[config.mk]
export PLATFORM = sky130hd
export DESIGN_NAME = stream_first_match_replace_core
export DESIGN_NICKNAME = d
export VERILOG_FILES = /design/src/rtl/smr_pkg.sv /design/src/rtl/smr_front.sv /design/src/rtl/smr_queue.sv /design/src/rtl/smr_back.sv /design/src/rtl/stream_first_match_replace_core.sv
export SDC_FILE = /design/constraint.sdc
export NUM_CORES = 1
export LEC_CHECK = 0
export ABC_CLOCK_PERIOD_IN_PS = 12500
export BUFFER_PORTS_ARGS = -buffer_cell sky130_fd_sc_hd__buf_2
export CORE_ASPECT_RATIO = 0.6
export CORE_MARGIN = 2
export CORE_UTILIZATION = 41
export DETAILED_ROUTE_END_ITERATION = 6
export HOLD_SLACK_MARGIN = 0.02
export PLACE_DENSITY = 0.58
export SLEW_MARGIN = 20
export SYNTH_ARGS = -nofsm -noshare
export SYNTH_HDL_FRONTEND = slang
export SYNTH_SLANG_ARGS = --single-unit
[constraint.sdc]
create_clock -name clk -period 12.5 [get_ports clk]
set_input_delay 2.5 -clock clk [delete_from_list [all_inputs] [get_ports clk]]
set_output_delay 2.5 -clock clk [all_outputs]
set_load 0.01 [all_outputs]
[src/rtl/smr_pkg.sv]
`timescale 1ns / 1ps
// ----------------------------------------------------------------------------
// Stream first-match replace package
// Shared payload types, register indexes and sizing constants.
// ----------------------------------------------------------------------------
package smr_pkg;

  localparam int CHAR_W      = 8;
  localparam int JOB_CHARS   = 8;
  localparam int COUNT_W     = 4;
  localparam int JOB_IDX_W   = 3;
  localparam int QUEUE_DEPTH = 4;
  localparam int QPTR_W      = 2;
  localparam int QCNT_W      = 3;
  localparam int CFG_INDEX_W = 2;
  localparam int CFG_DATA_W  = 64;

  localparam logic [CFG_INDEX_W-1:0] REG_PATTERN_BYTES      = 2'd0;
  localparam logic [CFG_INDEX_W-1:0] REG_PATTERN_LENGTH     = 2'd1;
  localparam logic [CFG_INDEX_W-1:0] REG_REPLACEMENT_BYTES  = 2'd2;
  localparam logic [CFG_INDEX_W-1:0] REG_REPLACEMENT_LENGTH = 2'd3;

  typedef struct packed {
    logic [CHAR_W-1:0] in_char;
    logic              in_line_end;
  } smr_in_t;

  typedef struct packed {
    logic [CHAR_W-1:0] out_char;
    logic              char_present;
    logic              out_line_end;
  } smr_out_t;

  typedef struct packed {
    logic [JOB_CHARS-1:0][CHAR_W-1:0] chars;
    logic [COUNT_W-1:0]               count;
    logic                             present;
    logic                             line_end;
  } smr_job_t;

endpackage

[src/rtl/smr_front.sv]
`timescale 1ns / 1ps
// ----------------------------------------------------------------------------
// Stream first-match replace front end
// Holds the configuration and the character window, compares the window
// against the pattern and turns each request into at most one emission job.
// ----------------------------------------------------------------------------
module smr_front #(
  parameter int MAX_PATTERN_CHARS     = 8,
  parameter int MAX_REPLACEMENT_CHARS = 8
) (
  input  logic                                  clk,
  input  logic                                  rst,
  input  logic                                  cfg_write,
  input  logic [smr_pkg::CFG_INDEX_W-1:0]       cfg_index,
  input  logic [smr_pkg::CFG_DATA_W-1:0]        cfg_data,
  input  logic                                  accept,
  input  smr_pkg::smr_in_t                      item,
  output logic                                  job_push,
  output smr_pkg::smr_job_t                     job
);

  localparam int WIN_N  = MAX_PATTERN_CHARS;
  localparam int REP_N  = MAX_REPLACEMENT_CHARS;
  localparam int FILL_W = $clog2(WIN_N + 1);
  localparam int PAT_W  = WIN_N * smr_pkg::CHAR_W;
  localparam int REP_W  = REP_N * smr_pkg::CHAR_W;

  logic [WIN_N-1:0][smr_pkg::CHAR_W-1:0] pattern_bytes;
  logic [smr_pkg::COUNT_W-1:0]           pattern_length;
  logic [REP_N-1:0][smr_pkg::CHAR_W-1:0] replacement_bytes;
  logic [smr_pkg::COUNT_W-1:0]           replacement_length;

  logic [WIN_N-1:0][smr_pkg::CHAR_W-1:0] window;
  logic [WIN_N-1:0][smr_pkg::CHAR_W-1:0] window_next;
  logic [FILL_W-1:0]                     fill;
  logic [FILL_W-1:0]                     fill_next;
  logic                                  replaced;
  logic                                  replaced_next;

  logic [smr_pkg::COUNT_W-1:0]           plen;
  logic [smr_pkg::COUNT_W-1:0]           rlen;
  logic [WIN_N-1:0][smr_pkg::CHAR_W-1:0] win_a;
  logic [FILL_W-1:0]                     fill_a;
  logic                                  equal;
  logic                                  hit;
  logic                                  pop;
  logic                                  push_raw;
  logic [smr_pkg::JOB_CHARS-1:0][smr_pkg::CHAR_W-1:0] win_chars;
  logic [smr_pkg::JOB_CHARS-1:0][smr_pkg::CHAR_W-1:0] rep_chars;

  always_comb begin
    if (pattern_length == '0) begin
      plen = smr_pkg::COUNT_W'(1);
    end else if (pattern_length > smr_pkg::COUNT_W'(WIN_N)) begin
      plen = smr_pkg::COUNT_W'(WIN_N);
    end else begin
      plen = pattern_length;
    end
    if (replacement_length > smr_pkg::COUNT_W'(REP_N)) begin
      rlen = smr_pkg::COUNT_W'(REP_N);
    end else begin
      rlen = replacement_length;
    end
  end

  always_comb begin
    win_a  = window;
    fill_a = fill;
    if (fill < FILL_W'(WIN_N)) begin
      for (int i = 0; i < WIN_N; i++) begin
        if (FILL_W'(i) == fill) begin
          win_a[i] = item.in_char;
        end
      end
      fill_a = fill + FILL_W'(1);
    end

    equal = 1'b1;
    for (int i = 0; i < WIN_N; i++) begin
      if (smr_pkg::COUNT_W'(i) < plen && win_a[i] != pattern_bytes[i]) begin
        equal = 1'b0;
      end
    end
    hit = !replaced && smr_pkg::COUNT_W'(fill_a) == plen && equal;
    pop = smr_pkg::COUNT_W'(fill_a) >= plen;

    for (int i = 0; i < smr_pkg::JOB_CHARS; i++) begin
      win_chars[i] = (i < WIN_N) ? win_a[i] : '0;
      rep_chars[i] = (i < REP_N) ? replacement_bytes[i] : '0;
    end
  end

  always_comb begin
    job          = '0;
    push_raw     = 1'b0;
    job.present  = 1'b1;
    job.line_end = item.in_line_end;
    if (hit) begin
      job.chars = rep_chars;
      job.count = rlen;
      if (item.in_line_end) begin
        push_raw = 1'b1;
        if (rlen == '0) begin
          job.chars   = '0;
          job.count   = smr_pkg::COUNT_W'(1);
          job.present = 1'b0;
        end
      end else begin
        push_raw = rlen != '0;
      end
    end else if (item.in_line_end) begin
      job.chars = win_chars;
      job.count = smr_pkg::COUNT_W'(fill_a);
      push_raw  = 1'b1;
    end else if (pop) begin
      job.chars = win_chars;
      job.count = smr_pkg::COUNT_W'(1);
      push_raw  = 1'b1;
    end
    job_push = accept && push_raw;
  end

  always_comb begin
    window_next   = win_a;
    fill_next     = fill_a;
    replaced_next = replaced;
    if (item.in_line_end || hit) begin
      fill_next     = '0;
      replaced_next = !item.in_line_end;
    end else if (pop) begin
      for (int i = 0; i < WIN_N; i++) begin
        window_next[i] = (i + 1 < WIN_N) ? win_a[(i + 1) % WIN_N] : '0;
      end
      fill_next = fill_a - FILL_W'(1);
    end
  end

  always_ff @(posedge clk) begin
    if (rst) begin
      pattern_bytes      <= '0;
      pattern_length     <= smr_pkg::COUNT_W'(1);
      replacement_bytes  <= '0;
      replacement_length <= '0;
      fill               <= '0;
      replaced           <= 1'b0;
    end else begin
      if (cfg_write) begin
        unique case (cfg_index)
          smr_pkg::REG_PATTERN_BYTES:      pattern_bytes      <= cfg_data[PAT_W-1:0];
          smr_pkg::REG_PATTERN_LENGTH:     pattern_length     <= cfg_data[smr_pkg::COUNT_W-1:0];
          smr_pkg::REG_REPLACEMENT_BYTES:  replacement_bytes  <= cfg_data[REP_W-1:0];
          smr_pkg::REG_REPLACEMENT_LENGTH: replacement_length <= cfg_data[smr_pkg::COUNT_W-1:0];
          default: begin
          end
        endcase
      end
      if (accept) begin
        fill     <= fill_next;
        replaced <= replaced_next;
      end
    end
    if (accept) begin
      window <= window_next;
    end
  end

endmodule

[src/rtl/smr_queue.sv]
`timescale 1ns / 1ps
// ----------------------------------------------------------------------------
// Stream first-match replace job queue
// A short first-in first-out buffer of emission jobs between front and back.
// ----------------------------------------------------------------------------
module smr_queue (
  input  logic              clk,
  input  logic              rst,
  input  logic              push,
  input  smr_pkg::smr_job_t push_job,
  output logic              full,
  input  logic              pop,
  output logic              head_valid,
  output smr_pkg::smr_job_t head
);

  smr_pkg::smr_job_t                 mem [smr_pkg::QUEUE_DEPTH];
  logic [smr_pkg::QPTR_W-1:0]        wptr;
  logic [smr_pkg::QPTR_W-1:0]        rptr;
  logic [smr_pkg::QCNT_W-1:0]        count;

  assign full       = count == smr_pkg::QCNT_W'(smr_pkg::QUEUE_DEPTH);
  assign head_valid = count != '0;
  assign head       = mem[rptr];

  always_ff @(posedge clk) begin
    if (rst) begin
      wptr  <= '0;
      rptr  <= '0;
      count <= '0;
    end else begin
      if (push) begin
        wptr <= wptr + smr_pkg::QPTR_W'(1);
      end
      if (pop) begin
        rptr <= rptr + smr_pkg::QPTR_W'(1);
      end
      if (push && !pop) begin
        count <= count + smr_pkg::QCNT_W'(1);
      end else if (pop && !push) begin
        count <= count - smr_pkg::QCNT_W'(1);
      end
    end
    if (push) begin
      mem[wptr] <= push_job;
    end
  end

endmodule

[src/rtl/smr_back.sv]
`timescale 1ns / 1ps
// ----------------------------------------------------------------------------
// Stream first-match replace back end
// Expands each job into result requests, one character per cycle while the
// result side does not stall, into a registered output stage.
// ----------------------------------------------------------------------------
module smr_back (
  input  logic              clk,
  input  logic              rst,
  input  logic              head_valid,
  input  smr_pkg::smr_job_t head,
  output logic              pop,
  output logic              result_valid,
  input  logic              result_stall,
  output smr_pkg::smr_out_t result_data
);

  logic                          busy;
  smr_pkg::smr_job_t             job;
  logic [smr_pkg::JOB_IDX_W-1:0] idx;

  smr_pkg::smr_job_t             cur;
  logic [smr_pkg::JOB_IDX_W-1:0] cur_idx;
  logic                          avail;
  logic                          slot_free;
  logic                          emit;
  logic                          last;

  always_comb begin
    cur       = busy ? job : head;
    cur_idx   = busy ? idx : '0;
    avail     = busy || head_valid;
    slot_free = !result_valid || !result_stall;
    emit      = slot_free && avail;
    last      = smr_pkg::COUNT_W'(cur_idx) + smr_pkg::COUNT_W'(1) == cur.count;
    pop       = emit && !busy;
  end

  always_ff @(posedge clk) begin
    if (rst) begin
      busy         <= 1'b0;
      result_valid <= 1'b0;
    end else begin
      if (slot_free) begin
        result_valid <= avail;
      end
      if (emit) begin
        if (last) begin
          busy <= 1'b0;
        end else begin
          busy <= 1'b1;
        end
      end
    end
    if (emit) begin
      result_data.out_char     <= cur.chars[cur_idx];
      result_data.char_present <= cur.present;
      result_data.out_line_end <= cur.line_end && last;
      if (!last) begin
        idx <= cur_idx + smr_pkg::JOB_IDX_W'(1);
        if (!busy) begin
          job <= head;
        end
      end
    end
  end

endmodule

[src/rtl/stream_first_match_replace_core.sv]
`timescale 1ns / 1ps
// ----------------------------------------------------------------------------
// Stream first-match replace core
// Replaces the first occurrence of a pattern in each line of a character
// stream, with a window compare in front and a character emitter in back.
//
//   Channel   Signals                               Carries
//   cfg       cfg_write cfg_index cfg_data          register writes
//   char      char_valid char_stall char_data       one input character
//   result    result_valid result_stall result_data one output character
//
// A character request is taken every cycle while the job queue has room.
// Each job leaves one result per cycle unless the result side stalls, so
// a replacement of n characters gives n results from the back end.
// Reset is synchronous and clears the registers, window fill and queue.
// A stall on the result side fills the four-entry queue before char_stall rises.
// ----------------------------------------------------------------------------
module stream_first_match_replace_core #(
  parameter int MAX_PATTERN_CHARS     = 8,
  parameter int MAX_REPLACEMENT_CHARS = 8
) (
  input  logic                            clk,
  input  logic                            rst,
  input  logic                            cfg_write,
  input  logic [smr_pkg::CFG_INDEX_W-1:0] cfg_index,
  input  logic [smr_pkg::CFG_DATA_W-1:0]  cfg_data,
  input  logic                            char_valid,
  output logic                            char_stall,
  input  smr_pkg::smr_in_t                char_data,
  output logic                            result_valid,
  input  logic                            result_stall,
  output smr_pkg::smr_out_t               result_data
);

  logic              accept;
  logic              job_push;
  smr_pkg::smr_job_t job;
  logic              full;
  logic              pop;
  logic              head_valid;
  smr_pkg::smr_job_t head;

  assign char_stall = full;
  assign accept     = char_valid && !full;

  smr_front #(
    .MAX_PATTERN_CHARS    (MAX_PATTERN_CHARS),
    .MAX_REPLACEMENT_CHARS(MAX_REPLACEMENT_CHARS)
  ) u_front (
    .clk      (clk),
    .rst      (rst),
    .cfg_write(cfg_write),
    .cfg_index(cfg_index),
    .cfg_data (cfg_data),
    .accept   (accept),
    .item     (char_data),
    .job_push (job_push),
    .job      (job)
  );

  smr_queue u_queue (
    .clk       (clk),
    .rst       (rst),
    .push      (job_push),
    .push_job  (job),
    .full      (full),
    .pop       (pop),
    .head_valid(head_valid),
    .head      (head)
  );

  smr_back u_back (
    .clk         (clk),
    .rst         (rst),
    .head_valid  (head_valid),
    .head        (head),
    .pop         (pop),
    .result_valid(result_valid),
    .result_stall(result_stall),
    .result_data (result_data)
  );

endmodule

# After elaboration in Yosys (flattened, before gate mapping)
# Memories as Yosys holds them, arrays and structs flattened. A register that Yosys moved wholly into a read port is not among the register bits.
# Index checks and enable logic that the tools add are counted.
# op_classes
add_sub_neg	8
n_lt_le_gt_ge	13
n_eq_ne	21
mux	46
bitwise_logic	1
n_reduce_logical	41
# op_table
op	n
$mux W68	3
$mux W64	3
$mux W69	2
$mux W8	9
$mux W70	1
$ne A8 B8 Y1	8
$bmux W8 S3	1
$mux W4	6
$logic_and A1 B1 Y1	17
$eq A3 B4 Y1 const A	4
$lt A3 B4 Y1 const A	4
$mux W1	16
$logic_not A4 Y1	3
$reduce_and A2 Y1	6
$mux W3	3
$eq A2 B4 Y1 const A	2
$eq A4 B4 Y1	2
$gt A4 B4 Y1 const B	2
$logic_not A1 Y1	8
$lt A1 B4 Y1 const A	2
$lt A2 B4 Y1 const A	2
$add A3 B1 Y3 const B	2
$add A2 B1 Y2 const B	2
$add A3 B1 Y4 const B	1
other kinds (17)	21
# totals
ff_bits	297
ramBits	280
inputBits	80
output_inout_bits	12
elab_cells	179
memories	1
# mem_list
name	depth	word_bits	rd	rd_ports_with_merged_regs	wr	line	source
u_queue.mem	4	70	1	1	1	smr_queue.sv:17	smr_pkg::smr_job_t mem [smr_pkg::QUEUE_DEPTH];

# Longest topological paths before layout
# depth
word_depth	20
mapped_depth	18
mapped_depth_nobuf	17

# Modules after synthesis
# From an unflattened synthesis, not the netlist that was laid out.
# hier_totals
hier_cells	2076
area_unflattened_um2	25981.2
# by_module_without_submodules
module	n_inst	cells_each	area_per_inst_um2	seq_area_each_um2
smr_front	1	1422	11233.3	4744.6
smr_queue	1	410	10605.2	8588.2
smr_back	1	243	4129.0	2532.4
stream_first_match_replace_core	1	1	13.8	0.0

# Worst setup path after synthesis
# Ideal clock, no wire load.
# synth_path
kind	in2reg
startpoint	in char_data[6] (netlist name)
endpoint	mem u_queue.mem[0][0] (netlist name) (enable)
setup_ns	0.436
arrival_ns	5.992
t_required_ns	12.064
slack_ns	6.072
stages	10
n_path_buf	1
path_cell_list	clkbuf_1 > inv_1 > nor2_1 > a21oi_1 > xnor2_1 > and4bb_2 > a31oi_1 > a2111oi_4 > a311oi_2 > and2_1
# synth_between
elab_chain_len	17
elab_cells_between_ends	38
classes_between	eq/ne (8); mux (20); reduce/logical (10)
# synth_lines
item	line	source
from (decl)	stream_first_match_replace_core.sv:29	input smr_pkg::smr_in_t char_data,
$mux W8	smr_front.sv:71	if (FILL_W'(i) == fill) begin
$mux W64 (*)	smr_front.sv:69	if (fill < FILL_W'(WIN_N)) begin
$ne A8 B8 Y1	smr_front.sv:80	if (smr_pkg::COUNT_W'(i) < plen && win_a[i] != pattern_bytes[i]) begin
$logic_and A1 B1 Y1	smr_front.sv:80	
$mux W1 (7 in series)	smr_front.sv:80	
$mux W1 (*)	smr_front.sv:80	
$logic_and A1 B1 Y1 (*)	smr_front.sv:84	hit = !replaced && smr_pkg::COUNT_W'(fill_a) == plen && equal;
$mux W1 (*)	smr_front.sv:98	if (hit) begin
$logic_and A1 B1 Y1 (*)	smr_front.sv:120	job_push = accept && push_raw;
via job_push	stream_first_match_replace_core.sv:36	logic job_push;
$mux W1 (*)	smr_queue.sv:44	if (push) begin
$mux W1 (not written as such) (*)	smr_queue.sv:45	mem[wptr] <= push_job;
to (decl)	smr_queue.sv:17	
# Mark *: on every way through the listed nets, which the timed path passes. The rest lies on a longest branch.

==> metrics <==
status completed; total power 6.193 mW; Yosys Warn Count 0; Util after Layout 46.24%; vias in the first global route 16,180; sequential area share after synthesis 62.38%; floorplan die width 325.5 um; Max Cap Viol 0; post-CTS sizing 0; most used cell, CP buf_4; post-synthesis cell type count 68; placed insts 2,891; CTS max path bufs 3; first-pass GRT wire length 105,500 um; Async SR Flop Fraction 0%; area of the mapped netlist 25,430 um2; final wirelength 70,330 um; Initial DRC Count 1,810; setup bufs post-CTS 0; clk sinks 579; RSZ-0062 raised after global routing no; HP Class reg2reg; Worst-Margin Slew 1.069 ns; fin area 28,270 um2; Nets 2,214; PortBufs 91; worst vdd ir 117.1 uV; Synth area leaders edfxtp_1 (50%), dfxtp_1 (12%), nand2_1 (7.0%); min cycle time layout 6.742 ns; Synth Instances 2,085; gr usage total 21.89%; largest net degree at the start of global routing 91; Commonest cells post-synth nand2_1 (474), edfxtp_1 (427), dfxtp_1 (152); ant diodes 0; worst clock skew 0.03470 ns; placer congestion estimate 0.9472; Worst EP required 12.80 ns; Most used DFF post-synth edfxtp_1; Met2 Wirelength 28,660 um; Pwr Density 219.1 nW/um2; antenna viol nets, final 0; CTS Root Cell clkbuf_16; Die Area 64,100 um2; Final TNS setup 0 ns; Seq cells post-synth 579; Cell Chain, Critical Path buf_2 > inv_1 > nor2_1 > a21oi_1 > o221ai_1 > nor4_2 > a31oi_1 > a2111oi_4 > buf_4 > buf_4 > nand3_1 > o31ai_1; TritonCTS clock tree built; cell with the most instances after synthesis nand2_1; period utilisation layout 53.94%; Worst-path clk slew 0.06 ns; Leak 9.909 nW; endpoints failing hold 0; DR WL met3 6459 um; Area Overhead vs Synth 11.15%; number of synthesized flops with an enable pin 427; residual DRC count 0; CP max stage delay 0.83 ns; DP HPWL 46,970 um; Top Metal Used met4; H-tree depth 2; Die Ht 196.9 um; mean routed wirelength per cell 23.53 um; Num CTS Buffers 53; fin cells 2,989; total global routing overflow 0; vias per cell 5.700; WL met1 33,540 um; via count 17,040; initial antenna violation count 1; Startpoint Class input pin; fin. max-slew vios 0; num ports 92; CP arrival 7.04 ns; Yosys top cell area share 50.42%; Core Footprint 61,130 um2; layout cell share with drive strength beyond 1 14.11%; # rows 70; f_max 148.3 MHz; area of placed instances 26,600 um2; syn avg cell area 12.20 um2; drt pass-1 iters 5; CP max-delay cell buf_4; Mapped Nets 2,181; critical path type in2reg; initial core utilization 41.60%; Worst-Skew Late Latency 0.61 ns; crit-path max FO 90; Post-CTS Hold Fix Bufs 0; Synth area leader edfxtp_1; final setup violation count 0; CP endpoint kind flop; Slew headroom 28.54%
## sequential cells by signal (all words and copies together), names as in the netlist, named ones only
signal                      count
u_queue.mem                   280
u_back.result_valid             1
u_queue.rptr                    2
u_back.busy                     1
u_front.fill                    4
u_back.result_data             10
u_front.pattern_bytes          64
u_front.replacement_length      4
u_front.rep_chars              64
u_front.replaced                1
u_front.window                 64
u_queue.count                   3
u_back.idx                      3
u_back.job                     70
u_queue.wptr                    2
u_front.pattern_length          4
## critical path, delay by kind of cell
family / cells / cell delay, ns
buffers and inverters: 4 / 1.89
AO/OA/AOI/OAI: 5 / 1.48
AND/OR/NAND/NOR: 3 / 1.07
## stage by stage
stage / setup slack, ns / hold slack (ns)
floorplan: 6.072 / 0.4366
global placement: 5.299 / 0.4430
detailed placement: 5.285 / 0.4472
CTS: 5.950 / 0.4572
global route: 5.512 / 0.4777
finish: 5.758 / 0.4568
## per-layer routing
layer  track usage [%]  vias to the layer above
met3             6.079                      111
met5                 0                        -
met2             30.51                      709
li1                  -                     7724
met4             5.666                        0
met1             33.28                     8492
## final timing paths
kind,startpoint,end,slack (ns),cells after the start
min reg2reg,u_front.rep_chars[54],u_front.rep_chars[54],0.46,2
min,u_front.rep_chars[54],u_front.rep_chars[54],0.46,2
max,char_data[7],u_queue.mem[1][43],5.76,12
max reg2reg,u_front.fill[2],u_queue.mem[1][43],6.54,11
## cells in the final DEF, fill, tap and decap left out, types with 22 or more instances in the layout
cell type and count:
clkbuf_16 54, o22ai_1 27, dfxtp_1 149, buf_2 90
nor2_1 66, inv_1 48, a21oi_1 151, mux4_2 70
nand3_1 74, buf_4 32, xnor2_1 22, mux2i_1 126
xor2_1 26, nand2_1 473, edfxtp_1 427, o31ai_1 65
## area by class of cell
cell class	count	area, um2
multi-input cells	1311	8810
clock buffers	69	1438
clock inverters	29	230.2
repair buffers	122	690.7
well taps	828	1036
fillers	5572	32870
flip-flops and latches	579	15870
inverters	51	191.4
## power by group
group | switching (mW) | internal, mW | leakage (nW)
sequential | 0.192 | 2.68 | 5.26
combinational | 1.11 | 0.603 | 3.82
clock | 0.729 | 0.874 | 0.822
total | 2.03 | 4.16 | 9.91
## cells by family (layout without fill, tap and decap cells)
family | count (synthesis) | count (layout) | share of synthesized area (%)
DFF | 579 | 579 | 62.38
and+or+nand+nor | 706 | 706 | 11.90
buffers and inverters | 195 | 271 | 3.178
xor gates and xnor gates | 48 | 48 | 1.653
muxes | 202 | 202 | 11.43
adders and majority gates | 16 | 16 | 0.8167
AOI/OAI and AO/OA | 339 | 339 | 8.639
Note: power is estimated with default switching activity, not from simulation.
